--- src/design/wdb_pkg.sv ---
package wdb_pkg;

    // Screen geometry
    localparam int SCREEN_WIDTH   = 320;
    localparam int SCREEN_HEIGHT  = 200;
    localparam int TASKBAR_HEIGHT = 12;

    // Window decoration
    localparam int TITLE_HEIGHT   = 10;
    localparam int BUTTON_SIZE    = 8;
    localparam int FULL_BTN_OFS   = 30;
    localparam int MIN_BTN_OFS    = 20;
    localparam int CLOSE_BTN_OFS  = 10;

    // Velocity decay: 9/10 as x*9 then multiply by reciprocal of 10
    localparam int RECIP_SHIFT    = 19;
    localparam logic [15:0] RECIP_10 = 16'd52429;

    localparam int CFG_INDEX_W    = 3;
    localparam int CFG_DATA_W     = 10;

    typedef logic signed [11:0] t_coord;
    typedef logic signed [13:0] t_wide;

    localparam t_wide SAT_HI      = t_wide'(2047);
    localparam t_wide SAT_LO      = t_wide'(-2048);
    localparam t_wide SCREEN_W_W  = t_wide'(SCREEN_WIDTH);
    localparam t_wide FLOOR_Y     = t_wide'(SCREEN_HEIGHT - TASKBAR_HEIGHT);
    localparam t_wide TITLE_H_W   = t_wide'(TITLE_HEIGHT);
    localparam t_wide BTN_W       = t_wide'(BUTTON_SIZE);
    localparam t_wide BTN_TOP_OFS = t_wide'(1);
    localparam t_wide FULL_OFS_W  = t_wide'(FULL_BTN_OFS);
    localparam t_wide MIN_OFS_W   = t_wide'(MIN_BTN_OFS);
    localparam t_wide CLOSE_OFS_W = t_wide'(CLOSE_BTN_OFS);
    localparam t_coord FULL_W     = t_coord'(SCREEN_WIDTH);
    localparam t_coord FULL_H     = t_coord'(SCREEN_HEIGHT - TASKBAR_HEIGHT);

    typedef enum logic [1:0] {
        FUNC_TICK   = 2'd0,
        FUNC_MOUSE  = 2'd1,
        FUNC_RELOAD = 2'd2,
        FUNC_NOP    = 2'd3
    } t_func;

    typedef enum logic [CFG_INDEX_W-1:0] {
        CFG_INIT_X       = 3'd0,
        CFG_INIT_Y       = 3'd1,
        CFG_INIT_WIDTH   = 3'd2,
        CFG_INIT_HEIGHT  = 3'd3,
        CFG_INIT_VISIBLE = 3'd4,
        CFG_WINDOW_ID    = 3'd5
    } t_cfg_idx;

    typedef struct packed {
        logic [9:0] init_x;
        logic [9:0] init_y;
        logic [9:0] init_width;
        logic [9:0] init_height;
        logic       init_visible;
        logic [2:0] window_id;
    } t_cfg;

    typedef struct packed {
        t_func      func;
        logic [9:0] pointer_x;
        logic [9:0] pointer_y;
        logic       button_held;
        logic       left_before;
    } t_item;

    typedef struct packed {
        t_coord pos_x;
        t_coord pos_y;
        t_coord size_w;
        t_coord size_h;
        t_coord vel_x;
        t_coord vel_y;
        t_coord sav_x;
        t_coord sav_y;
        t_coord sav_w;
        t_coord sav_h;
        t_coord grab_x;
        t_coord grab_y;
        logic   vis;
        logic   min;
        logic   full;
        logic   drag;
    } t_win_state;

    typedef struct packed {
        t_coord      win_x;
        t_coord      win_y;
        logic [10:0] win_width;
        logic [10:0] win_height;
        logic        is_visible;
        logic        is_minimized;
        logic        is_fullscreen;
        logic        is_dragging;
        logic        focus_claim;
        logic [2:0]  focus_window;
    } t_result;

    function automatic t_wide ext(input t_coord c);
        return {{2{c[11]}}, c};
    endfunction

    function automatic t_wide ext_ptr(input logic [9:0] p);
        return {4'b0000, p};
    endfunction

    function automatic t_coord sat12(input t_wide v);
        t_coord r;
        if (v > SAT_HI) begin
            r = 12'h7FF;
        end else if (v < SAT_LO) begin
            r = 12'h800;
        end else begin
            r = v[11:0];
        end
        return r;
    endfunction

    function automatic logic hit(input t_wide px, input t_wide py, input t_wide rx,
                                 input t_wide ry, input t_wide rw, input t_wide rh);
        return (px >= rx) && (px < rx + rw) && (py >= ry) && (py < ry + rh);
    endfunction

    function automatic logic [11:0] magnitude(input t_coord v);
        return v[11] ? (12'(~v) + 12'd1) : 12'(v);
    endfunction

    // v*9/10, truncated toward zero
    function automatic t_coord scale_9_10(input t_coord v);
        logic [11:0] mag;
        logic [14:0] m9;
        logic [30:0] prod;
        logic [11:0] q;
        mag  = magnitude(v);
        m9   = {mag, 3'b000} + {3'b000, mag};
        prod = 31'(m9) * 31'(RECIP_10);
        q    = {1'b0, 11'(prod >> RECIP_SHIFT)};
        return v[11] ? (~q + 12'd1) : q;
    endfunction

    // -(v/2), truncated toward zero
    function automatic t_coord half_neg(input t_coord v);
        logic [11:0] mag;
        logic [11:0] h;
        mag = magnitude(v);
        h   = {1'b0, mag[11:1]};
        return v[11] ? h : (~h + 12'd1);
    endfunction

    function automatic logic [10:0] size_out(input t_coord s);
        return s[11] ? 11'd0 : s[10:0];
    endfunction

endpackage

--- src/design/wdb_in_if.sv ---
interface wdb_in_if;
    logic       valid;
    logic       ready;
    logic [1:0] func;
    logic [9:0] pointer_x;
    logic [9:0] pointer_y;
    logic       button_held;
    logic       left_before;

    modport source (
        output valid, func, pointer_x, pointer_y, button_held, left_before,
        input  ready
    );
    modport sink (
        input  valid, func, pointer_x, pointer_y, button_held, left_before,
        output ready
    );
endinterface

--- src/design/wdb_out_if.sv ---
interface wdb_out_if;
    logic               valid;
    logic               ready;
    logic signed [11:0] win_x;
    logic signed [11:0] win_y;
    logic [10:0]        win_width;
    logic [10:0]        win_height;
    logic               is_visible;
    logic               is_minimized;
    logic               is_fullscreen;
    logic               is_dragging;
    logic               focus_claim;
    logic [2:0]         focus_window;

    modport source (
        output valid, win_x, win_y, win_width, win_height, is_visible, is_minimized,
               is_fullscreen, is_dragging, focus_claim, focus_window,
        input  ready
    );
    modport sink (
        input  valid, win_x, win_y, win_width, win_height, is_visible, is_minimized,
               is_fullscreen, is_dragging, focus_claim, focus_window,
        output ready
    );
endinterface

--- src/design/wdb_cfg_regs.sv ---
module wdb_cfg_regs
    import wdb_pkg::*;
(
    input  logic                   i_clk,
    input  logic                   i_rst_n,
    input  logic                   i_cfg_we,
    input  logic [CFG_INDEX_W-1:0] i_cfg_index,
    input  logic [CFG_DATA_W-1:0]  i_cfg_data,
    output t_cfg                   o_cfg
);

    t_cfg r_cfg;
    t_cfg n_cfg;

    always_comb begin
        n_cfg = r_cfg;
        if (i_cfg_we) begin
            case (t_cfg_idx'(i_cfg_index))
                CFG_INIT_X:       n_cfg.init_x       = i_cfg_data[9:0];
                CFG_INIT_Y:       n_cfg.init_y       = i_cfg_data[9:0];
                CFG_INIT_WIDTH:   n_cfg.init_width   = i_cfg_data[9:0];
                CFG_INIT_HEIGHT:  n_cfg.init_height  = i_cfg_data[9:0];
                CFG_INIT_VISIBLE: n_cfg.init_visible = i_cfg_data[0];
                CFG_WINDOW_ID:    n_cfg.window_id    = i_cfg_data[2:0];
                default:          n_cfg = r_cfg;
            endcase
        end
    end

    always_ff @(posedge i_clk) begin
        if (!i_rst_n) begin
            r_cfg.init_x       <= 10'd10;
            r_cfg.init_y       <= 10'd10;
            r_cfg.init_width   <= 10'd300;
            r_cfg.init_height  <= 10'd70;
            r_cfg.init_visible <= 1'b1;
            r_cfg.window_id    <= 3'd0;
        end else begin
            r_cfg <= n_cfg;
        end
    end

    assign o_cfg = r_cfg;

endmodule

--- src/design/wdb_step.sv ---
module wdb_step
    import wdb_pkg::*;
(
    input  t_item      i_item,
    input  t_win_state i_state,
    input  t_cfg       i_cfg,
    output t_win_state o_state,
    output t_result    o_result
);

    t_win_state st;
    logic       claim;
    logic       press;
    t_wide      mx;
    t_wide      my;
    t_coord     nx;
    t_coord     ny;

    always_comb begin
        st    = i_state;
        claim = 1'b0;
        press = i_item.button_held && !i_item.left_before;
        mx    = ext_ptr(i_item.pointer_x);
        my    = ext_ptr(i_item.pointer_y);
        nx    = i_state.pos_x;
        ny    = i_state.pos_y;
        case (i_item.func)
            FUNC_TICK: begin
                if (st.vis && !st.min && !st.full) begin
                    st.pos_x = sat12(ext(st.pos_x) + ext(st.vel_x));
                    st.pos_y = sat12(ext(st.pos_y) + ext(st.vel_y));
                    st.vel_x = scale_9_10(st.vel_x);
                    st.vel_y = scale_9_10(st.vel_y);
                    // bounce: clamps run left, top, right, taskbar
                    if (st.pos_x[11]) begin
                        st.pos_x = '0;
                        st.vel_x = half_neg(st.vel_x);
                    end
                    if (st.pos_y[11]) begin
                        st.pos_y = '0;
                        st.vel_y = half_neg(st.vel_y);
                    end
                    if (ext(st.pos_x) + ext(st.size_w) > SCREEN_W_W) begin
                        st.pos_x = sat12(SCREEN_W_W - ext(st.size_w));
                        st.vel_x = half_neg(st.vel_x);
                    end
                    if (ext(st.pos_y) + ext(st.size_h) > FLOOR_Y) begin
                        st.pos_y = sat12(FLOOR_Y - ext(st.size_h));
                        st.vel_y = half_neg(st.vel_y);
                    end
                end
            end
            FUNC_MOUSE: begin
                if (st.vis) begin
                    claim = press && !st.min &&
                            hit(mx, my, ext(st.pos_x), ext(st.pos_y),
                                ext(st.size_w), ext(st.size_h));

                    if (press && hit(mx, my, ext(st.pos_x) + ext(st.size_w) - FULL_OFS_W,
                                     ext(st.pos_y) + BTN_TOP_OFS, BTN_W, BTN_W)) begin
                        if (!st.full) begin
                            st.sav_x  = st.pos_x;
                            st.sav_y  = st.pos_y;
                            st.sav_w  = st.size_w;
                            st.sav_h  = st.size_h;
                            st.pos_x  = '0;
                            st.pos_y  = '0;
                            st.size_w = FULL_W;
                            st.size_h = FULL_H;
                            st.vel_x  = '0;
                            st.vel_y  = '0;
                            st.full   = 1'b1;
                        end else begin
                            // restore keeps velocity
                            st.pos_x  = st.sav_x;
                            st.pos_y  = st.sav_y;
                            st.size_w = st.sav_w;
                            st.size_h = st.sav_h;
                            st.full   = 1'b0;
                        end
                    end

                    if (!st.drag && !st.full && press &&
                        hit(mx, my, ext(st.pos_x), ext(st.pos_y),
                            ext(st.size_w), TITLE_H_W)) begin
                        st.drag   = 1'b1;
                        st.grab_x = sat12(mx - ext(st.pos_x));
                        st.grab_y = sat12(my - ext(st.pos_y));
                        st.vel_x  = '0;
                        st.vel_y  = '0;
                    end

                    if (st.drag && i_item.button_held) begin
                        nx       = sat12(mx - ext(st.grab_x));
                        ny       = sat12(my - ext(st.grab_y));
                        st.vel_x = sat12(ext(nx) - ext(st.pos_x));
                        st.vel_y = sat12(ext(ny) - ext(st.pos_y));
                        st.pos_x = nx;
                        st.pos_y = ny;
                    end

                    if (st.drag && !i_item.button_held && i_item.left_before) begin
                        st.drag = 1'b0;
                    end

                    if (press && hit(mx, my, ext(st.pos_x) + ext(st.size_w) - CLOSE_OFS_W,
                                     ext(st.pos_y) + BTN_TOP_OFS, BTN_W, BTN_W)) begin
                        st.vis = 1'b0;
                    end

                    if (press && hit(mx, my, ext(st.pos_x) + ext(st.size_w) - MIN_OFS_W,
                                     ext(st.pos_y) + BTN_TOP_OFS, BTN_W, BTN_W)) begin
                        st.min = 1'b1;
                    end
                end
            end
            FUNC_RELOAD: begin
                // saved geometry and grab offset survive a reload
                st.pos_x  = {2'b00, i_cfg.init_x};
                st.pos_y  = {2'b00, i_cfg.init_y};
                st.size_w = {2'b00, i_cfg.init_width};
                st.size_h = {2'b00, i_cfg.init_height};
                st.vel_x  = '0;
                st.vel_y  = '0;
                st.vis    = i_cfg.init_visible;
                st.min    = 1'b0;
                st.full   = 1'b0;
                st.drag   = 1'b0;
            end
            default: begin
                st = i_state;
            end
        endcase
    end

    assign o_state = st;

    always_comb begin
        o_result.win_x         = st.pos_x;
        o_result.win_y         = st.pos_y;
        o_result.win_width     = size_out(st.size_w);
        o_result.win_height    = size_out(st.size_h);
        o_result.is_visible    = st.vis;
        o_result.is_minimized  = st.min;
        o_result.is_fullscreen = st.full;
        o_result.is_dragging   = st.drag;
        o_result.focus_claim   = claim;
        o_result.focus_window  = claim ? i_cfg.window_id : 3'd0;
    end

endmodule

--- src/design/window_drag_bounce_controller.sv ---
// Channel   Dir  Handshake      Payload
// i_in      in   valid/ready    func, pointer_x, pointer_y, button_held, left_before
// o_out     out  valid/ready    win_x, win_y, win_width, win_height, flags, focus
// i_cfg_*   in   write enable   register index, write data
//
// Items pass the input and then the result register; one item per cycle unless o_out stalls.
// The window state register updates in the cycle an item moves from the input
// register to the result register, so each item sees the state its predecessor left.
// Reset is synchronous, active low; it loads the reset geometry and register values.
// A stalled result holds the result register; the input register still takes one
// more item, then ready drops until the result is taken.
module window_drag_bounce_controller
    import wdb_pkg::*;
(
    input  logic                   i_clk,
    input  logic                   i_rst_n,
    wdb_in_if.sink                 i_in,
    wdb_out_if.source              o_out,
    input  logic                   i_cfg_we,
    input  logic [CFG_INDEX_W-1:0] i_cfg_index,
    input  logic [CFG_DATA_W-1:0]  i_cfg_data
);

    t_cfg       cfg;
    t_item      r_in;
    logic       r_in_valid;
    t_result    r_out;
    logic       r_out_valid;
    t_win_state r_state;
    t_win_state n_state;
    t_result    n_result;
    logic       advance;
    logic       in_take;

    wdb_cfg_regs u_cfg (
        .i_clk       (i_clk),
        .i_rst_n     (i_rst_n),
        .i_cfg_we    (i_cfg_we),
        .i_cfg_index (i_cfg_index),
        .i_cfg_data  (i_cfg_data),
        .o_cfg       (cfg)
    );

    wdb_step u_step (
        .i_item   (r_in),
        .i_state  (r_state),
        .i_cfg    (cfg),
        .o_state  (n_state),
        .o_result (n_result)
    );

    assign advance    = r_in_valid && (!r_out_valid || o_out.ready);
    assign i_in.ready = !r_in_valid || advance;
    assign in_take    = i_in.valid && i_in.ready;

    always_ff @(posedge i_clk) begin
        if (!i_rst_n) begin
            r_in_valid  <= 1'b0;
            r_out_valid <= 1'b0;
        end else begin
            if (in_take) begin
                r_in_valid <= 1'b1;
            end else if (advance) begin
                r_in_valid <= 1'b0;
            end
            if (advance) begin
                r_out_valid <= 1'b1;
            end else if (o_out.ready) begin
                r_out_valid <= 1'b0;
            end
        end
    end

    // hold payload registers until the transaction moves on
    always_ff @(posedge i_clk) begin
        if (in_take) begin
            r_in.func        <= t_func'(i_in.func);
            r_in.pointer_x   <= i_in.pointer_x;
            r_in.pointer_y   <= i_in.pointer_y;
            r_in.button_held <= i_in.button_held;
            r_in.left_before <= i_in.left_before;
        end
        if (advance) begin
            r_out <= n_result;
        end
    end

    always_ff @(posedge i_clk) begin
        if (!i_rst_n) begin
            r_state.pos_x  <= 12'sd10;
            r_state.pos_y  <= 12'sd10;
            r_state.size_w <= 12'sd300;
            r_state.size_h <= 12'sd70;
            r_state.vel_x  <= '0;
            r_state.vel_y  <= '0;
            r_state.sav_x  <= '0;
            r_state.sav_y  <= '0;
            r_state.sav_w  <= '0;
            r_state.sav_h  <= '0;
            r_state.grab_x <= '0;
            r_state.grab_y <= '0;
            r_state.vis    <= 1'b1;
            r_state.min    <= 1'b0;
            r_state.full   <= 1'b0;
            r_state.drag   <= 1'b0;
        end else if (advance) begin
            r_state <= n_state;
        end
    end

    assign o_out.valid         = r_out_valid;
    assign o_out.win_x         = r_out.win_x;
    assign o_out.win_y         = r_out.win_y;
    assign o_out.win_width     = r_out.win_width;
    assign o_out.win_height    = r_out.win_height;
    assign o_out.is_visible    = r_out.is_visible;
    assign o_out.is_minimized  = r_out.is_minimized;
    assign o_out.is_fullscreen = r_out.is_fullscreen;
    assign o_out.is_dragging   = r_out.is_dragging;
    assign o_out.focus_claim   = r_out.focus_claim;
    assign o_out.focus_window  = r_out.focus_window;

`ifndef SYNTHESIS
    a_state_only_on_advance: assert property (@(posedge i_clk) disable iff (!i_rst_n)
        !advance |=> (r_state == $past(r_state)))
        else $error("window state changed without a transaction");

    a_hidden_tick_no_change: assert property (@(posedge i_clk) disable iff (!i_rst_n)
        (advance && r_in.func == FUNC_TICK && !r_state.vis) |=> (r_state == $past(r_state)))
        else $error("tick changed a hidden window");

    a_advance_fills_out: assert property (@(posedge i_clk) disable iff (!i_rst_n)
        advance |=> r_out_valid)
        else $error("result register not loaded after advance");

    a_focus_id_needs_claim: assert property (@(posedge i_clk) disable iff (!i_rst_n)
        (r_out_valid && !r_out.focus_claim) |-> (r_out.focus_window == 3'd0))
        else $error("window id reported without focus claim");

    a_size_nonneg: assert property (@(posedge i_clk) disable iff (!i_rst_n)
        !r_state.size_w[11] && !r_state.size_h[11])
        else $error("window size went negative");
`endif

endmodule

--- src/flat_wrapper.sv ---
// flat-port wrapper written by rule: the top's interface ports become plain ports
module window_drag_bounce_controller_flat import wdb_pkg::*;
  (i_clk, i_rst_n, i_cfg_we, i_cfg_index, i_cfg_data, i_in_valid, i_in_func, i_in_pointer_x, i_in_pointer_y, i_in_button_held, i_in_left_before, i_in_ready, o_out_valid, o_out_win_x, o_out_win_y, o_out_win_width, o_out_win_height, o_out_is_visible, o_out_is_minimized, o_out_is_fullscreen, o_out_is_dragging, o_out_focus_claim, o_out_focus_window, o_out_ready);
  wdb_in_if i_in_i ();
  wdb_out_if o_out_i ();
  input  logic i_clk;
  input  logic i_rst_n;
  input  logic i_cfg_we;
  input  logic [CFG_INDEX_W-1:0] i_cfg_index;
  input  logic [CFG_DATA_W-1:0] i_cfg_data;
  input wire logic [$bits(i_in_i.valid)-1:0] i_in_valid;
  input wire logic [$bits(i_in_i.func)-1:0] i_in_func;
  input wire logic [$bits(i_in_i.pointer_x)-1:0] i_in_pointer_x;
  input wire logic [$bits(i_in_i.pointer_y)-1:0] i_in_pointer_y;
  input wire logic [$bits(i_in_i.button_held)-1:0] i_in_button_held;
  input wire logic [$bits(i_in_i.left_before)-1:0] i_in_left_before;
  output wire logic [$bits(i_in_i.ready)-1:0] i_in_ready;
  output wire logic [$bits(o_out_i.valid)-1:0] o_out_valid;
  output wire logic [$bits(o_out_i.win_x)-1:0] o_out_win_x;
  output wire logic [$bits(o_out_i.win_y)-1:0] o_out_win_y;
  output wire logic [$bits(o_out_i.win_width)-1:0] o_out_win_width;
  output wire logic [$bits(o_out_i.win_height)-1:0] o_out_win_height;
  output wire logic [$bits(o_out_i.is_visible)-1:0] o_out_is_visible;
  output wire logic [$bits(o_out_i.is_minimized)-1:0] o_out_is_minimized;
  output wire logic [$bits(o_out_i.is_fullscreen)-1:0] o_out_is_fullscreen;
  output wire logic [$bits(o_out_i.is_dragging)-1:0] o_out_is_dragging;
  output wire logic [$bits(o_out_i.focus_claim)-1:0] o_out_focus_claim;
  output wire logic [$bits(o_out_i.focus_window)-1:0] o_out_focus_window;
  input wire logic [$bits(o_out_i.ready)-1:0] o_out_ready;
  assign i_in_i.valid = i_in_valid;
  assign i_in_i.func = i_in_func;
  assign i_in_i.pointer_x = i_in_pointer_x;
  assign i_in_i.pointer_y = i_in_pointer_y;
  assign i_in_i.button_held = i_in_button_held;
  assign i_in_i.left_before = i_in_left_before;
  assign i_in_ready = i_in_i.ready;
  assign o_out_valid = o_out_i.valid;
  assign o_out_win_x = o_out_i.win_x;
  assign o_out_win_y = o_out_i.win_y;
  assign o_out_win_width = o_out_i.win_width;
  assign o_out_win_height = o_out_i.win_height;
  assign o_out_is_visible = o_out_i.is_visible;
  assign o_out_is_minimized = o_out_i.is_minimized;
  assign o_out_is_fullscreen = o_out_i.is_fullscreen;
  assign o_out_is_dragging = o_out_i.is_dragging;
  assign o_out_focus_claim = o_out_i.focus_claim;
  assign o_out_focus_window = o_out_i.focus_window;
  assign o_out_i.ready = o_out_ready;
  window_drag_bounce_controller u_core (.i_clk(i_clk), .i_rst_n(i_rst_n), .i_in(i_in_i), .o_out(o_out_i), .i_cfg_we(i_cfg_we), .i_cfg_index(i_cfg_index), .i_cfg_data(i_cfg_data));
endmodule
--- config.mk ---
export PLATFORM = sky130hd
export DESIGN_NAME = window_drag_bounce_controller_flat
export DESIGN_NICKNAME = d
export VERILOG_FILES = /design/src/design/wdb_pkg.sv /design/src/design/wdb_in_if.sv /design/src/design/wdb_out_if.sv /design/src/design/wdb_cfg_regs.sv /design/src/design/wdb_step.sv /design/src/design/window_drag_bounce_controller.sv /design/src/flat_wrapper.sv
export SDC_FILE = /design/constraint.sdc
export NUM_CORES = 2
export LEC_CHECK = 0
export BUFFER_PORTS_ARGS = -buffer_cell sky130_fd_sc_hd__buf_2
export CAP_MARGIN = 15
export CORE_ASPECT_RATIO = 1.2
export CORE_MARGIN = 8
export CORE_UTILIZATION = 40
export CTS_BUF_LIST = sky130_fd_sc_hd__clkbuf_16
export DETAILED_ROUTE_END_ITERATION = 8
export PLACE_DENSITY_LB_ADDON = 0.12
export SYNTH_ARGS = -nofsm -noshare
export SYNTH_HDL_FRONTEND = slang
export SYNTH_SLANG_ARGS = --single-unit
--- constraint.sdc ---
create_clock -name i_clk -period 40.9 [get_ports i_clk]
set_input_delay 4.09 -clock i_clk [delete_from_list [all_inputs] [get_ports i_clk]]
set_output_delay 4.09 -clock i_clk [all_outputs]
set_load 0.01 [all_outputs]
# Word level (Yosys, flattened, before mapping)
# Cells that the tools add are included.
[word_totals]
mem_bits_rw = 0
wordCells = 296
regBits = 272
input_bits = 42
n_memories = 0
output_inout_bits = 56
latchBits = 0
romBits = 0
[op_classes]
bitwise = 12
multipliers = 2
n_mux = 94
shift = 0
eq_ne = 13
order_cmp = 40
n_reduce_logical = 55
n_div = 0
add_sub_neg = 41
[ops]
columns = ["operator", "n"]
rows = [
  ["$mux 12", 56],
  ["$mux 120", 3],
  ["$mux 24", 10],
  ["$mux 148", 1],
  ["$add 12x1->12 const B", 12],
  ["$pmux 24 s3", 2],
  ["$gt 13x12->1 const B", 10],
  ["$lt 13x12->1 const B", 10],
  ["$add 12x12->13", 8],
  ["$mux 72", 1],
  ["$not 11->12", 6],
  ["$not 12->12", 6],
  ["$lt 11x14->1", 5],
  ["$mul 15x16->30 const B", 2],
  ["$lt 11x13->1", 4],
  ["$sub 11x12->13", 4],
  ["$ge 11x12->1", 4],
  ["$mux 48", 1],
  ["$pmux 24 s2", 1],
  ["$add 14x5->14 const B", 3],
  ["$ge 11x14->1", 3],
  ["$logic_and 1x1->1", 31],
  ["$add 15x12->15", 2],
  ["$add 13x5->14 const B", 2],
  ["32 further kinds", 70],
]

# Logic depth before layout (Yosys ltp)
[logic_depth]
ltp_word = 41
depth_mapped = 95

# Cells and area by module
# From an unflattened synthesis, not the netlist that was laid out.
[unflattened]
cells_unflattened = 5174
area_unflattened_um2 = 40915.5
[modules_own_cells]
columns = ["mod", "seq_area_each_um2", "area_each_um2", "n_inst", "cells_per_inst"]
rows = [
  ["wdb_step", 0.0, 30733.2, 1, 4274],
  ["window_drag_bounce_controller", 5345.1, 8455.6, 1, 732],
  ["wdb_cfg_regs", 880.8, 1726.7, 1, 168],
]

# Least setup slack after synthesis
# No wires, ideal clock.
[synth_timing]
kind = "register -> register"
from = "register u_core.r_state[113] (netlist name)"
to = "register u_core.r_out (netlist bit u_core.o_out.is_visible) (data pin)"
arrival_ns = 17.308
stages_incl_launch_ff = 90
path_slack_ns = 23.332
required_time_ns = 40.640
setup_time_ns = 0.260
cell_sequence = "dfxtp_1 clkbuf_1 inv_1 fa_1 nand2b_1 a21oi_1 xor2_2 a31oi_1 nand3_1 xnor2_1 nor3_1 xor2_1 ha_1 and4_1 o21ai_0 a211oi_1 nor2_1 and4_1 (+54 left out) nor3_1 or2_2 ha_1 inv_1 ha_1 nor2b_1 o21ai_0 nand2b_1 a21oi_1 nor2b_1 o21ai_0 nand2b_1 a21oi_1 inv_1 a211o_1 o32ai_1 and3_1 a21oi_1"
[synth_rtl]
columns = ["element", "line_no", "source"]
rows = [
  ["start: declaration", "window_drag_bounce_controller.sv:29", "t_win_state r_state;"],
  ["start signal: assignment", "window_drag_bounce_controller.sv:107", "r_state <= n_state;"],
  ["end signal: assignment", "window_drag_bounce_controller.sv:84", "r_out <= n_result;"],
  ["end: declaration", "window_drag_bounce_controller.sv:27", "t_result r_out;"],
]

==> results.md <==
- Vias in the first global route: approximately 34,000
- RSZ-0062 raised after global routing: no
- Register bit count reported by yosys: 272
- CTS tree: yes
- CP required: 41.21 ns
- EDFF count, synth: 78
- First-pass GRT wire length: 203,700 µm
- Seq/Total Area, Yosys: 16.34%
- Final Cycle Share: around half
- Status: complete, no violations
- DRC Markers: 0
- TritonCTS Sinks: 272
- Post-Syn Nets: about 5,700
- Critical Path AT: 19.97 ns
- Post-CTS Setup Bufs: 0
- IO Port Bufs: 97
- Hold Path Stages: 2
- CTS max path bufs: 3
- DR pass1 iterations: 6
- Setup TNS: 0 ns
- Post-synth ARST share: 0%
- WL/cell: 21.32 µm
- Row count: 124
- Min Hold Slack: approximately 0.45 ns
- Root buffer cell: clkbuf_16
- GRT Util Overall: around 24%
- Fmax achieved: 50.86 MHz
- Die height: 354.1 µm
- Layout Nets: approximately 5,700
- Synthesis-to-finish area growth: 8.181%
- Worst-skew pair later-pin latency: 0.59 ns
- Final hold vios: 0
- Worst slew pin tran: 1.158 ns
- Placed cell count: about 6,000
- Gr ovfl total: 0
- Pin count of the biggest net entering global routing: 86
- Final setup fails: 0
- Die X: 297.8 µm
- Max-cap violation count: 0
- CTS H-tree lvls: 2
- Cts hold-fix bufs: 0
- Syn Area/Cell: 7.756 µm²
- Max-slew violations: 0
- Yosys synthesis warning count: 0
- Worst slack, placed: between 20 and 25 ns
- Final Skew: around 0.032 ns
- Io pins: roughly 100
- Non-Filler Instances: 6,206
- Critical path capture point type: flip-flop
- Max-slew headroom: 22.80%
- Hold/Removal Path Class: reg2reg
- TritonCTS buffer count: 36
- FF-to-FF path depth: 79
- Crit path max fanout: 63
- Vias/cell: 5.799
- Post-layout minimum cycle time: 19.66 ns
- Post-Syn Area: 38,110 µm²
- Core area: roughly 95,000 µm²
- Slowest-stage cell, CP: a2111oi_0
- DRT iter0 DRCs: 2,805
- Die area: ~110,000 µm²
- Top FF cell, synth: dfxtp_1
- HPWL after DPL: 104,000 µm
- Post-cts sizing count: 0
- Starting density of the core: about two fifths
- Gpl congestion: 0.9388
- Final Worst Setup Slack: about 21 ns
- Total wire length: 132,300 µm
- Initial antenna violation count: 5
- Fraction of layout cells with a size suffix above 1: 6.756%
- Worst setup SP type: flip-flop
- Post-DRT Antenna Nets: 0
- Largest stage delay, worst path: 0.83 ns
- Cells after Synth: 4,914
- Via count: roughly 36,000
- Most numerous cell on the critical path: ha_1
- Clk slew on worst S/H paths: 0.06 ns
- Synth unique cells: 108
- Worst setup path class: reg2reg
[through the flow]
step | utilization [%] | cell area (µm²)
6_report | 43.49 | 41230
5_1_grt | 43.49 | 41220
4_1_cts | 43.49 | 41220
3_5_place_dp | 42.20 | 40010
3_3_place_gp | 42.20 | 40010
2_1_floorplan | - | 38110
[path summary, 6_finish.rpt]
path	start	slack (ns)	endpoint
setup / recovery	u_core.r_state[125]$_SDFFE_PN1P_	21.24	u_core.o_out.is_visible$_DFFE_PP_
hold / removal	u_core.r_state[32]$_SDFFE_PN0P_	0.45	u_core.r_state[32]$_SDFFE_PN0P_
setup reg to reg	u_core.r_state[125]$_SDFFE_PN1P_	21.24	u_core.o_out.is_visible$_DFFE_PP_
hold reg to reg	u_core.r_state[32]$_SDFFE_PN0P_	0.45	u_core.r_state[32]$_SDFFE_PN0P_
[state kept, by name, indices dropped and copies added (netlist names)]
signal / cells
u_core.o_out.is_fullscreen: 1
u_core.r_state: 148
u_core.o_out.focus_claim: 1
u_core.o_out.is_visible: 1
u_core.o_out.win_x: 12
u_core.o_out.win_y: 12
u_core.r_in_valid: 1
u_core.o_out.focus_window: 3
u_core.o_out.is_dragging: 1
u_core.o_out.is_minimized: 1
u_core.r_in: 24
u_core.o_out.valid: 1
u_core.u_cfg.o_cfg: 44
u_core.o_out.win_width: 11
u_core.o_out.win_height: 11
[worst max-delay path, delay by kind of cell (launching register included)]
kind / cells / cell delay [ns]
AOI/OAI and AO/OA: 37 / 9.38
and+or+nand+nor: 19 / 3.70
adders and majority gates: 10 / 2.73
buffers and inverters: 6 / 1.33
muxes: 3 / 0.79
DFF: 1 / 0.70
xor gates and xnor gates: 4 / 0.68
[logic make-up after synthesis]
family	Yosys count	share of synthesized area [%]
compound gates	1358	23.01
xor+xnor	296	6.858
fa+ha+maj	698	25.50
buf+inv	614	6.119
flops	272	16.34
mux	84	2.265
simple gates	1592	19.91
[synthesized netlist by cell type, types with 93 or more instances]
cell type | number | share of area [%]
xor2_1 | 93 | 2.1
o21ai_0 | 252 | 3.3
inv_1 | 402 | 4.0
dfxtp_1 | 194 | 10
nor3_1 | 106 | 1.4
nand3_1 | 94 | 1.2
nor2_1 | 431 | 4.2
clkbuf_1 | 181 | 1.8
nand2_1 | 501 | 4.9
a21oi_1 | 476 | 6.3
fa_1 | 132 | 6.9
xnor2_1 | 201 | 4.6
ha_1 | 564 | 19
[per-layer routing]
layer	vias to the layer above	share of wire [%]	global-route usage [%]	routed length, µm
li1	17510	-	-	-
met1	17220	45	32.58	60030
met2	1041	45	39.55	59770
met3	223	5.3	2.462	7054
met4	0	4.1	9.021	5446
met5	-	0	0	0
[layout make-up]
class / instances / area (µm²)
Clock inverter: 26 / 217.7
Sequential cell: 272 / 6227
Inverter: 406 / 1530
Fill cell: 9765 / 53570
Antenna cell: 2 / 5.005
Timing Repair Buffer: 172 / 1049
Clock buffer: 40 / 1001
Multi-Input combinational cell: 4028 / 29620
Tap cell: 1260 / 1577
[cells in the final DEF, fill, tap and decap left out, types with 18 or more instances in the layout]
cell type  netlist  final
o21bai_1        66     66
a211oi_1        41     41
ha_1           564    564
xnor2_1        201    201
nand3b_1        20     20
and2_1          35     35
mux2i_1         66     66
a221oi_1        23     23
nand2_1        501    501
and3_1          42     42
o21a_1          45     45
o211ai_1        52     52
nand3_1         94     94
a21o_1          83     83
a31oi_1         37     36
buf_2           11     97
mux2_2          18     18
nor3_1         106    106
nor2b_1         69     69
fa_1           132    132
nor2_1         431    430
or3_1           35     34
o31ai_1         26     25
inv_1          402    406
a22oi_1         19     19
o21ai_0        252    251
buf_4            1     75
edfxtp_1        78     78
xor2_1          93     93
dfxtp_1        194    193
nand2b_1        89     88
or2_2           28     28
nand4_1         28     28
clkbuf_16        0     40
nor4_1          35     35
a21oi_1        476    476
Power is left out: the tool's default activity adds up to more than one toggle a clock period on the data nets, which glitch-free logic cannot reach.
